==> src/design/strict_base64_decoder_macros.svh <==
// Assertion macros used by the decoder module.
`ifndef STRICT_BASE64_DECODER_MACROS_SVH
`define STRICT_BASE64_DECODER_MACROS_SVH

// Checks that the condition holds in the same cycle as the trigger.
`define SB64_ASSERT_SAME(label, trig, cond, msg) \
  label: assert property (@(posedge clk) disable iff (rst) (trig) |-> (cond)) \
    else $error(msg);

// Checks that the condition holds in the cycle after the trigger.
`define SB64_ASSERT_NEXT(label, trig, cond, msg) \
  label: assert property (@(posedge clk) disable iff (rst) (trig) |=> (cond)) \
    else $error(msg);

`endif

==> src/design/sb64_pkg.sv <==
package sb64_pkg;

  // Field widths.
  localparam int CHAR_W  = 8;
  localparam int SEXT_W  = 6;
  localparam int COUNT_W = 16;
  localparam int REG_W   = 16;
  localparam int INDEX_W = 1;

  // Register indexes on the write port.
  localparam logic [INDEX_W-1:0] REG_MAX_CHARS = 1'b0;
  localparam logic [INDEX_W-1:0] REG_MAX_BYTES = 1'b1;

  // Register reset values.
  localparam logic [REG_W-1:0] RESET_MAX_CHARS = 16'd21848;
  localparam logic [REG_W-1:0] RESET_MAX_BYTES = 16'd16384;

  // Pad character and saturation value of the character counter.
  localparam logic [CHAR_W-1:0]  PAD_CHAR  = 8'h3D;
  localparam logic [COUNT_W-1:0] COUNT_MAX = '1;

  // Position of a character within its quad.
  typedef enum logic [1:0] {
    POS_FIRST  = 2'd0,
    POS_SECOND = 2'd1,
    POS_THIRD  = 2'd2,
    POS_FOURTH = 2'd3
  } quad_pos_t;

  // Decoded character: sextet and whether it is in the alphabet.
  typedef struct packed {
    logic              valid;
    logic [SEXT_W-1:0] value;
  } sextet_t;

  // Maps one ASCII code to its sextet; codes outside the alphabet give zero.
  function automatic sextet_t sextet_of(input logic [CHAR_W-1:0] ch);
    sextet_t s;
    s.valid = 1'b1;
    s.value = '0;
    if (ch >= 8'h41 && ch <= 8'h5A) begin
      s.value = SEXT_W'(ch - 8'h41);
    end else if (ch >= 8'h61 && ch <= 8'h7A) begin
      s.value = SEXT_W'(ch - 8'h61 + 8'd26);
    end else if (ch >= 8'h30 && ch <= 8'h39) begin
      s.value = SEXT_W'(ch - 8'h30 + 8'd52);
    end else if (ch == 8'h2B) begin
      s.value = 6'd62;
    end else if (ch == 8'h2F) begin
      s.value = 6'd63;
    end else begin
      s.valid = 1'b0;
    end
    return s;
  endfunction

endpackage

==> src/design/sb64_if.sv <==
// Character channel into the decoder.
interface sb64_text_if;
  logic                       valid;
  logic                       ready;
  logic [sb64_pkg::CHAR_W-1:0] character;
  logic                       text_last;

  modport source (output valid, output character, output text_last, input ready);
  modport sink (input valid, input character, input text_last, output ready);
endinterface

// Result channel out of the decoder.
interface sb64_result_if;
  logic                        valid;
  logic                        ready;
  logic [sb64_pkg::CHAR_W-1:0]  data_byte;
  logic                        data_valid;
  logic                        text_end;
  logic                        status;
  logic [sb64_pkg::COUNT_W-1:0] total_bytes;

  modport source (output valid, output data_byte, output data_valid, output text_end,
                  output status, output total_bytes, input ready);
  modport sink (input valid, input data_byte, input data_valid, input text_end,
                input status, input total_bytes, output ready);
endinterface

==> src/design/strict_base64_decoder.sv <==
// Channel    Role     Payload
// text       sink     character[7:0], text_last
// decoded    source   data_byte[7:0], data_valid, text_end, status, total_bytes[15:0]
// wr_*       write    wr_en, wr_index[0:0], wr_data[15:0]
//
// One character per cycle unless stalled; input register feeds the result register.
// The decode step is a table lookup plus two 16-bit increments and limit compares.
// Reset restores both limit registers and clears the per-text state at once.
// A stall on decoded fills the result register and then the input register before
// text.ready falls.

`include "strict_base64_decoder_macros.svh"

module strict_base64_decoder (
  input  logic                          clk,
  input  logic                          rst,
  sb64_text_if.sink                     text,
  sb64_result_if.source                 decoded,
  input  logic                          wr_en,
  input  logic [sb64_pkg::INDEX_W-1:0]  wr_index,
  input  logic [sb64_pkg::REG_W-1:0]    wr_data
);

  // Limit registers.
  logic [sb64_pkg::REG_W-1:0] max_chars;
  logic [sb64_pkg::REG_W-1:0] max_bytes;

  // Input register.
  logic                         in_valid;
  logic [sb64_pkg::CHAR_W-1:0]  in_char;
  logic                         in_last;

  // Per-text state.
  sb64_pkg::quad_pos_t           quad_position, quad_position_next;
  logic [sb64_pkg::SEXT_W-1:0]  held_sextet, held_sextet_next;
  logic                         pad_seen, pad_seen_next;
  logic [sb64_pkg::COUNT_W-1:0] char_count, char_count_next;
  logic [sb64_pkg::COUNT_W-1:0] byte_count, byte_count_next;
  logic                         error_flag, error_flag_next;

  // Result register contents.
  logic                         out_valid;
  logic [sb64_pkg::CHAR_W-1:0]  out_byte, out_byte_next;
  logic                         out_dvalid, out_dvalid_next;
  logic                         out_end;
  logic                         out_status;
  logic [sb64_pkg::COUNT_W-1:0] out_total;

  logic             out_free;
  logic             advance;
  logic             is_pad;
  logic             have_byte;
  sb64_pkg::sextet_t sx;

  // Handshake: the result register frees when empty or taken, the input register
  // moves on when the result register can take its item.
  assign out_free   = !out_valid || decoded.ready;
  assign advance    = in_valid && out_free;
  assign text.ready = !in_valid || out_free;

  assign decoded.valid       = out_valid;
  assign decoded.data_byte   = out_byte;
  assign decoded.data_valid  = out_dvalid;
  assign decoded.text_end    = out_end;
  assign decoded.status      = out_status;
  assign decoded.total_bytes = out_total;

  // Limit register writes.
  always_ff @(posedge clk) begin
    if (rst) begin
      max_chars <= sb64_pkg::RESET_MAX_CHARS;
      max_bytes <= sb64_pkg::RESET_MAX_BYTES;
    end else if (wr_en) begin
      case (wr_index)
        sb64_pkg::REG_MAX_CHARS: max_chars <= wr_data;
        sb64_pkg::REG_MAX_BYTES: max_bytes <= wr_data;
        default: ;
      endcase
    end
  end

  // Input register.
  always_ff @(posedge clk) begin
    if (rst) begin
      in_valid <= 1'b0;
    end else if (text.ready) begin
      in_valid <= text.valid;
    end
  end

  always_ff @(posedge clk) begin
    if (text.ready && text.valid) begin
      in_char <= text.character;
      in_last <= text.text_last;
    end
  end

  // Decode step for the character in the input register.
  always_comb begin
    logic [sb64_pkg::CHAR_W-1:0] byte_val;
    logic                        err;
    sx       = sb64_pkg::sextet_of(in_char);
    is_pad   = (in_char == sb64_pkg::PAD_CHAR);
    byte_val = '0;
    have_byte = 1'b0;
    pad_seen_next = pad_seen;

    char_count_next = (char_count == sb64_pkg::COUNT_MAX) ? char_count
                                                           : char_count + 1'b1;
    err = error_flag || (char_count_next > max_chars);

    case (quad_position)
      sb64_pkg::POS_FIRST: begin
        if (!sx.valid) err = 1'b1;
        pad_seen_next = 1'b0;
      end
      sb64_pkg::POS_SECOND: begin
        if (!sx.valid) err = 1'b1;
        have_byte = 1'b1;
        byte_val  = {held_sextet, sx.value[5:4]};
      end
      sb64_pkg::POS_THIRD: begin
        if (is_pad) begin
          pad_seen_next = 1'b1;
          if (held_sextet[3:0] != 4'd0) err = 1'b1;
        end else begin
          if (!sx.valid) err = 1'b1;
          have_byte = 1'b1;
          byte_val  = {held_sextet[3:0], sx.value[5:2]};
        end
      end
      default: begin
        if (is_pad) begin
          if (!in_last) err = 1'b1;
          if (!pad_seen && held_sextet[1:0] != 2'd0) err = 1'b1;
        end else begin
          if (!sx.valid || pad_seen) err = 1'b1;
          have_byte = 1'b1;
          byte_val  = {held_sextet[1:0], sx.value};
        end
      end
    endcase

    // Byte limit: an excess byte is dropped and flags the text.
    byte_count_next = byte_count;
    if (have_byte) begin
      if (byte_count >= max_bytes) begin
        err       = 1'b1;
        have_byte = 1'b0;
      end else begin
        byte_count_next = byte_count + 1'b1;
      end
    end

    if (in_last && quad_position != sb64_pkg::POS_FOURTH) err = 1'b1;

    error_flag_next    = err;
    held_sextet_next   = is_pad ? held_sextet : sx.value;
    quad_position_next = sb64_pkg::quad_pos_t'(quad_position + 2'd1);
    out_byte_next      = have_byte ? byte_val : '0;
    out_dvalid_next    = have_byte;
  end

  // Per-text state: cleared after the final character.
  always_ff @(posedge clk) begin
    if (rst) begin
      quad_position <= sb64_pkg::POS_FIRST;
      held_sextet   <= '0;
      pad_seen      <= 1'b0;
      char_count    <= '0;
      byte_count    <= '0;
      error_flag    <= 1'b0;
    end else if (advance) begin
      if (in_last) begin
        quad_position <= sb64_pkg::POS_FIRST;
        held_sextet   <= '0;
        pad_seen      <= 1'b0;
        char_count    <= '0;
        byte_count    <= '0;
        error_flag    <= 1'b0;
      end else begin
        quad_position <= quad_position_next;
        held_sextet   <= held_sextet_next;
        pad_seen      <= pad_seen_next;
        char_count    <= char_count_next;
        byte_count    <= byte_count_next;
        error_flag    <= error_flag_next;
      end
    end
  end

  // Result register.
  always_ff @(posedge clk) begin
    if (rst) begin
      out_valid <= 1'b0;
    end else if (out_free) begin
      out_valid <= in_valid;
    end
  end

  always_ff @(posedge clk) begin
    if (advance) begin
      out_byte   <= out_byte_next;
      out_dvalid <= out_dvalid_next;
      out_end    <= in_last;
      out_status <= error_flag_next;
      out_total  <= byte_count_next;
    end
  end

  // Checks.
  `SB64_ASSERT_SAME(a_byte_zero_when_absent, out_valid && !out_dvalid, out_byte == '0,
    "decoded byte is not zero on a result without a byte")
  `SB64_ASSERT_SAME(a_byte_counted, out_valid && out_dvalid, out_total != '0,
    "result carries a byte but the byte total is zero")
  `SB64_ASSERT_NEXT(a_text_cleared, advance && in_last,
    quad_position == sb64_pkg::POS_FIRST && byte_count == '0 && !error_flag,
    "per-text state not cleared after the final character")
  `SB64_ASSERT_SAME(a_stall_full, !text.ready, in_valid && out_valid,
    "input held off while a register is still free")
  `SB64_ASSERT_SAME(a_no_byte_first, advance && quad_position == sb64_pkg::POS_FIRST,
    !out_dvalid_next, "byte produced on the first character of a quad")

endmodule
==> src/flat_wrapper.sv <==
// flat-port wrapper written by rule: the top's interface ports become plain ports
module strict_base64_decoder_flat 
  (clk, rst, wr_en, wr_index, wr_data, text_valid, text_character, text_text_last, text_ready, decoded_valid, decoded_data_byte, decoded_data_valid, decoded_text_end, decoded_status, decoded_total_bytes, decoded_ready);
  sb64_text_if text_i ();
  sb64_result_if decoded_i ();
  input  logic clk;
  input  logic rst;
  input  logic wr_en;
  input  logic [sb64_pkg::INDEX_W-1:0] wr_index;
  input  logic [sb64_pkg::REG_W-1:0] wr_data;
  input wire logic [$bits(text_i.valid)-1:0] text_valid;
  input wire logic [$bits(text_i.character)-1:0] text_character;
  input wire logic [$bits(text_i.text_last)-1:0] text_text_last;
  output wire logic [$bits(text_i.ready)-1:0] text_ready;
  output wire logic [$bits(decoded_i.valid)-1:0] decoded_valid;
  output wire logic [$bits(decoded_i.data_byte)-1:0] decoded_data_byte;
  output wire logic [$bits(decoded_i.data_valid)-1:0] decoded_data_valid;
  output wire logic [$bits(decoded_i.text_end)-1:0] decoded_text_end;
  output wire logic [$bits(decoded_i.status)-1:0] decoded_status;
  output wire logic [$bits(decoded_i.total_bytes)-1:0] decoded_total_bytes;
  input wire logic [$bits(decoded_i.ready)-1:0] decoded_ready;
  assign text_i.valid = text_valid;
  assign text_i.character = text_character;
  assign text_i.text_last = text_text_last;
  assign text_ready = text_i.ready;
  assign decoded_valid = decoded_i.valid;
  assign decoded_data_byte = decoded_i.data_byte;
  assign decoded_data_valid = decoded_i.data_valid;
  assign decoded_text_end = decoded_i.text_end;
  assign decoded_status = decoded_i.status;
  assign decoded_total_bytes = decoded_i.total_bytes;
  assign decoded_i.ready = decoded_ready;
  strict_base64_decoder u_core (.clk(clk), .rst(rst), .text(text_i), .decoded(decoded_i), .wr_en(wr_en), .wr_index(wr_index), .wr_data(wr_data));
endmodule
==> config.mk <==
export PLATFORM = sky130hd
export DESIGN_NAME = strict_base64_decoder_flat
export DESIGN_NICKNAME = d
export VERILOG_FILES = /design/src/design/sb64_pkg.sv /design/src/design/sb64_if.sv /design/src/design/strict_base64_decoder.sv /design/src/flat_wrapper.sv
export VERILOG_INCLUDE_DIRS = /design/src /design/src/design
export SDC_FILE = /design/constraint.sdc
export NUM_CORES = 1
export LEC_CHECK = 0
export ABC_CLOCK_PERIOD_IN_PS = 8300
export BUFFER_PORTS_ARGS = -buffer_cell sky130_fd_sc_hd__buf_2
export CAP_MARGIN = 5
export CORE_ASPECT_RATIO = 2
export CORE_MARGIN = 3
export CORE_UTILIZATION = 45
export DETAILED_ROUTE_END_ITERATION = 12
export HOLD_SLACK_MARGIN = 0.15
export PLACE_DENSITY = 0.68
export REMOVE_ABC_BUFFERS = 1
export SYNTH_ARGS = -nofsm -noshare
export SYNTH_HDL_FRONTEND = slang
export SYNTH_SLANG_ARGS = --single-unit
==> constraint.sdc <==
create_clock -name clk -period 8.3 [get_ports clk]
set_input_delay 1.66 -clock clk [delete_from_list [all_inputs] [get_ports clk]]
set_output_delay 1.66 -clock clk [all_outputs]
set_load 0.03 [all_outputs]
Word level (Yosys, flattened, before mapping)
Cells that the tools add are included.
{"block": "op_classes", "shift": 0, "mux": 40, "n_reduce_logical": 24, "bitwise": 1, "div": 0, "n_eq_ne": 9, "order_cmp": 8, "n_mul": 0, "add_sub_neg": 8}
{"cell": "16-bit 2-to-1 mux", "n": 5}
{"cell": "6-bit 2-to-1 mux", "n": 7}
{"cell": "16-bit by 1-bit adder with 16-bit output, second input constant", "n": 2}
{"cell": "8-bit by 6-bit equality test with 1-bit output, second input constant", "n": 3}
{"cell": "8-bit case mux with 3 select lines", "n": 1}
{"cell": "1-bit 2-to-1 mux", "n": 21}
{"cell": "16-bit equality test, second input constant", "n": 1}
{"cell": "16-bit greater-or-equal comparator", "n": 1}
{"cell": "8-bit by 7-bit greater-or-equal comparator with 1-bit output, second input constant", "n": 2}
{"cell": "16-bit greater-than comparator", "n": 1}
{"cell": "8-bit by 7-bit less-or-equal comparator with 1-bit output, second input constant", "n": 2}
{"cell": "8-bit 2-to-1 mux", "n": 2}
{"cell": "6-bit subtractor, second input constant", "n": 2}
{"cell": "8-bit by 6-bit greater-or-equal comparator with 1-bit output, second input constant", "n": 1}
{"cell": "8-bit by 6-bit less-or-equal comparator with 1-bit output, second input constant", "n": 1}
{"cell": "1-bit logical AND", "n": 7}
{"cell": "6-bit by 5-bit adder with 6-bit output, second input constant", "n": 1}
{"cell": "6-bit adder, second input constant", "n": 1}
{"cell": "1-bit case mux with 2 select lines", "n": 3}
{"cell": "2-bit AND reduction", "n": 3}
{"cell": "6-bit by 1-bit subtractor with 6-bit output, second input constant", "n": 1}
{"cell": "1-bit logical NOT", "n": 4}
{"cell": "1-bit logical OR", "n": 4}
{"cell": "4-bit nonzero test", "n": 1}
{"cell": "other kinds (13)", "n": 13}
{"block": "word_totals", "mem_bits_rw": 0, "input_bits": 31, "romBits": 0, "output_inout_bits": 29, "word_cells": 107, "regBits": 112, "n_memories": 0, "latch_bits": 0}

Logic depth before layout (Yosys ltp)
{"block": "logic_depth", "word_depth": 15, "depth_mapped": 15}

Worst setup path after synthesis
No wires, ideal clock.
{"block": "synth_timing", "path_type": "input to output", "startpoint": "input port decoded_ready", "endpoint": "output port text_ready", "arrival_time_ns": 2.063, "setup_slack_ns": 4.577, "path_buffers": 0, "t_required_ns": 6.640, "path_stages": 2, "path_cell_list": "nor2b_1 nand2_1"}
{"block": "synth_between", "elab_chain_cells": 2}
{"element": "start: declaration", "line_no": "flat_wrapper.sv:21", "rtl": "input wire logic [$bits(decoded_i.ready)-1:0] decoded_ready;"}
{"element": "1-bit logical OR", "line_no": "strict_base64_decoder.sv:57", "rtl": "assign out_free = !out_valid || decoded.ready;"}
{"element": "1-bit logical OR", "line_no": "strict_base64_decoder.sv:59", "rtl": "assign text.ready = !in_valid || out_free;"}
{"element": "end: declaration", "line_no": "flat_wrapper.sv:14", "rtl": "output wire logic [$bits(text_i.ready)-1:0] text_ready;"}
No other way between the ends.

Worst setup path in the final report
Same ends and word-level chain as after synthesis.

==> reports/qor.csv <==
metric,value,unit
final_common_cell,nand2_1,
numClockSinks,112,
synth_area_leaders,"dfxtp_1 (24%), edfxtp_1 (17%), ha_1 (8.8%)",
floorplan.io_pins,60,
power.density_cell_area,161.3,nW/µm²
fin_cells,975,
vias_in_the_first_global_route,5530,
slew_headroom,44.75,%
r2r.worst_path.cells,12,
layout_setup_ws,4.409,ns
antenna_found_initial,0,
synth_seq_cells,112,
yosys.cell_types.count,60,
routedWlPerCell,16.09,µm
syn_area_per_cell,8.480,µm²
rr_endpoint,u_core.decoded.status,
setup.worst_path.end_class,output port,
worstMarginPinSlew,0.8288,ns
post_synth_inst_count,751,
finalCriticalPeriod,3.891,ns
cts_post_setup_buffers_inserted,0,
final_cell_mix,"nand2_1 (102), dfxtp_1 (76), a21oi_1 (75)",
maxSlewViolCount,0,
yosysWarnings,0,
power_total,0.001137,W
cts-buffers-inserted,9,
timing.final.crit_share,46.87,%
cts.htree.levels,3,
crit_path_start,decoded_ready,
cap_viol_max_count,0,
clockPowerShare,37.1,%
critical_path_class,in -> out,
initial_core_utilization,46.61,%
synth_enable_flop_cells,36,
placed_instances,959,
cts_resized,0,
share_of_flip_flops_with_an_asynchronous_set_or_reset_after_synthesis,0,%
peakVddDrop,0.0001009,V
core_region_area,13660,µm²
timing.reg2reg.setup_slack,4.65,ns
yosysTopAreaCellShare,23.89,%
vias,5564,
tritoncts,yes,
pre_cts_slack,4.407,ns
p_leak,2.757,nW
floorplan.die.height,174.2,µm
critical_path_peak_fanout,4,
yosysTopAreaCell,dfxtp_1,
clk_pin_slew_worst_paths,0.07,ns
std_cell_rows,60,
finalNetCount,860,
clk-insertion-delay-late,0.35,ns
worstSetupEndpoint,text_ready,
maxClockFrequency,257.0,MHz
first_pass_grt_wire_length,25.87,mm
drt_pass1_iterations,5,
fp.dieArea,15700,µm²
power_report.internal_total,0.0008304,W
worst_clock_skew,0.007776,ns
holdBufCountCts,0,
layout.core_utilization,51.58,%
globalplace.congestion,0.9457,
wirelength,15.69,mm
deepest_clock_path_buffer_count,2,
detail_route.iter0.violations,361,
drc_errors,0,
width_of_the_chip,90.12,µm
power_frac_comb,10.7,%
vias_per_cell,5.707,
power_dissipated_by_switching_net_loads,0.0003065,W
postRouteAntennaNets,0,
synth_ff_type,dfxtp_1,
tns,0,ns
worst_setup_path_start_kind,input port,
arrival,2.23,ns
proportion_of_synthesized_chip_area_in_sequential_cells,40.86,%
critical_path_required,6.64,ns
timing.final.hold_violations,0,
portBuffers,59,
worst_r2r_src,u_core.char_count[0],
power.switching_fraction,26.96,%
gr-total-overflow,0,
power_frac_seq,52.2,%
grt_setup_unrepaired,false,
status,"finished, final reports clean",
antennaDiodeCount,0,
synthToLayoutAreaGrowth,10.65,%
final_setup_violations,0,
gr-usage-all-layers,19.93,%
cts.root.buffer_cell,clkbuf_16,
ratio_of_cells_with_drive_above_1_in_the_final_layout,11.53,%
hold_path_class,reg -> reg,
place.detailed.hpwl,11.46,mm
syn-cell-area,6369,µm²
maximum_number_of_pins_on_one_net_before_global_route_repair,78,
## state kept, by name (all words and copies together), names as in the netlist, 2 cells and up
signal / count
u_core.held_sextet: 6
u_core.max_bytes: 16
u_core.decoded.data_byte: 8
u_core.char_count: 16
u_core.max_chars: 16
u_core.in_char: 8
u_core.byte_count: 16
u_core.quad_position: 2
u_core.decoded.total_bytes: 16
## cells in the mapped netlist (all sizes together) (3+ instances only)
cell type and n:
a211o 9, a211oi 8, a21o 3, a21oi 76, a221oi 6, a22oi 16, a31oi 22, and2 9
and3 11, buf 12, clkbuf 30, dfxtp 76, edfxtp 36, ha 45, inv 54, nand2 103
nand2b 4, nand3 21, nand3b 3, nand4 16, nor2 66, nor2b 3, nor3 12, o211ai 9
o21ai 26, o41ai 3, or3 10, or4 7, xnor2 16, xor2 13
## layout make-up
type / instances / area (µm²)
timing repair buffer: 64 / 332.8
inverter: 54 / 210.2
fill: 1371 / 6616
multi-input combinational: 543 / 3379
tap: 186 / 232.7
clock buffer: 9 / 225.2
sequential: 112 / 2603
clock inverter: 7 / 63.81
## power groups by stage
| stage | clock (W) | combinational, W | sequential [W] |
|---|---|---|---|
| CTS | 0.000431 | 0.000121 | 0.000594 |
| detailed placement | 0 | 0.000121 | 0.000607 |
| global placement | 0 | 0.000118 | 0.000606 |
| floorplan | 0 | 0.0000644 | 0.000616 |
| finish | 0.000422 | 0.000121 | 0.000594 |
| global route | 0.000452 | 0.000134 | 0.000596 |
## how the worst min path moves through the flow
stage / from / endpoint / slack, ns / cells past startpoint
after global placement: u_core.max_chars[5] / u_core.max_chars[5] / 0.45 / 2
after floorplan: u_core.max_bytes[10] / u_core.max_bytes[10] / 0.43 / 2
after global routing: u_core.max_chars[11] / u_core.max_chars[11] / 0.49 / 2
after detailed placement: u_core.max_bytes[6] / u_core.max_bytes[6] / 0.45 / 2
final: u_core.max_bytes[13] / u_core.max_bytes[13] / 0.46 / 2
after CTS: u_core.max_bytes[6] / u_core.max_bytes[6] / 0.46 / 2
## per-stage QoR
| step | hold slack (ns) | instance area [µm²] |
|---|---|---|
| after floorplan | 0.4303 | 6192 |
| after global placement | 0.4462 | 6758 |
| after detailed placement | 0.4494 | 6758 |
| after CTS | 0.4598 | 7047 |
| after global routing | 0.4851 | 7047 |
| final | 0.4599 | 7047 |
## per-layer routing
metal	track usage, %	share of wire (%)	vias to the layer above
met2	38.65	55	140
li1	-	-	2749
met1	20.94	38	2639
met3	2.295	3.5	36
met5	0	0	-
met4	9.271	3.3	0
## cells by family (layout without fill, tap and decap cells)
family | count (synthesis) | in the layout | synth area share [%]
and+or+nand+nor | 274 | 274 | 20.43
AOI/OAI and AO/OA | 193 | 193 | 19.39
DFF | 112 | 112 | 40.86
buffers and inverters | 96 | 134 | 6.071
adders and majority gates | 45 | 45 | 8.841
xor gates and xnor gates | 29 | 29 | 3.988
muxes | 2 | 2 | 0.4125
## worst max-delay path, cell delays in order
cell and delay [ns]:
buf_2 0.09, nor2b_1 0.20, nand2_1 0.09, buf_2 0.18
No activity file was read; power rests on OpenSTA's default activity.
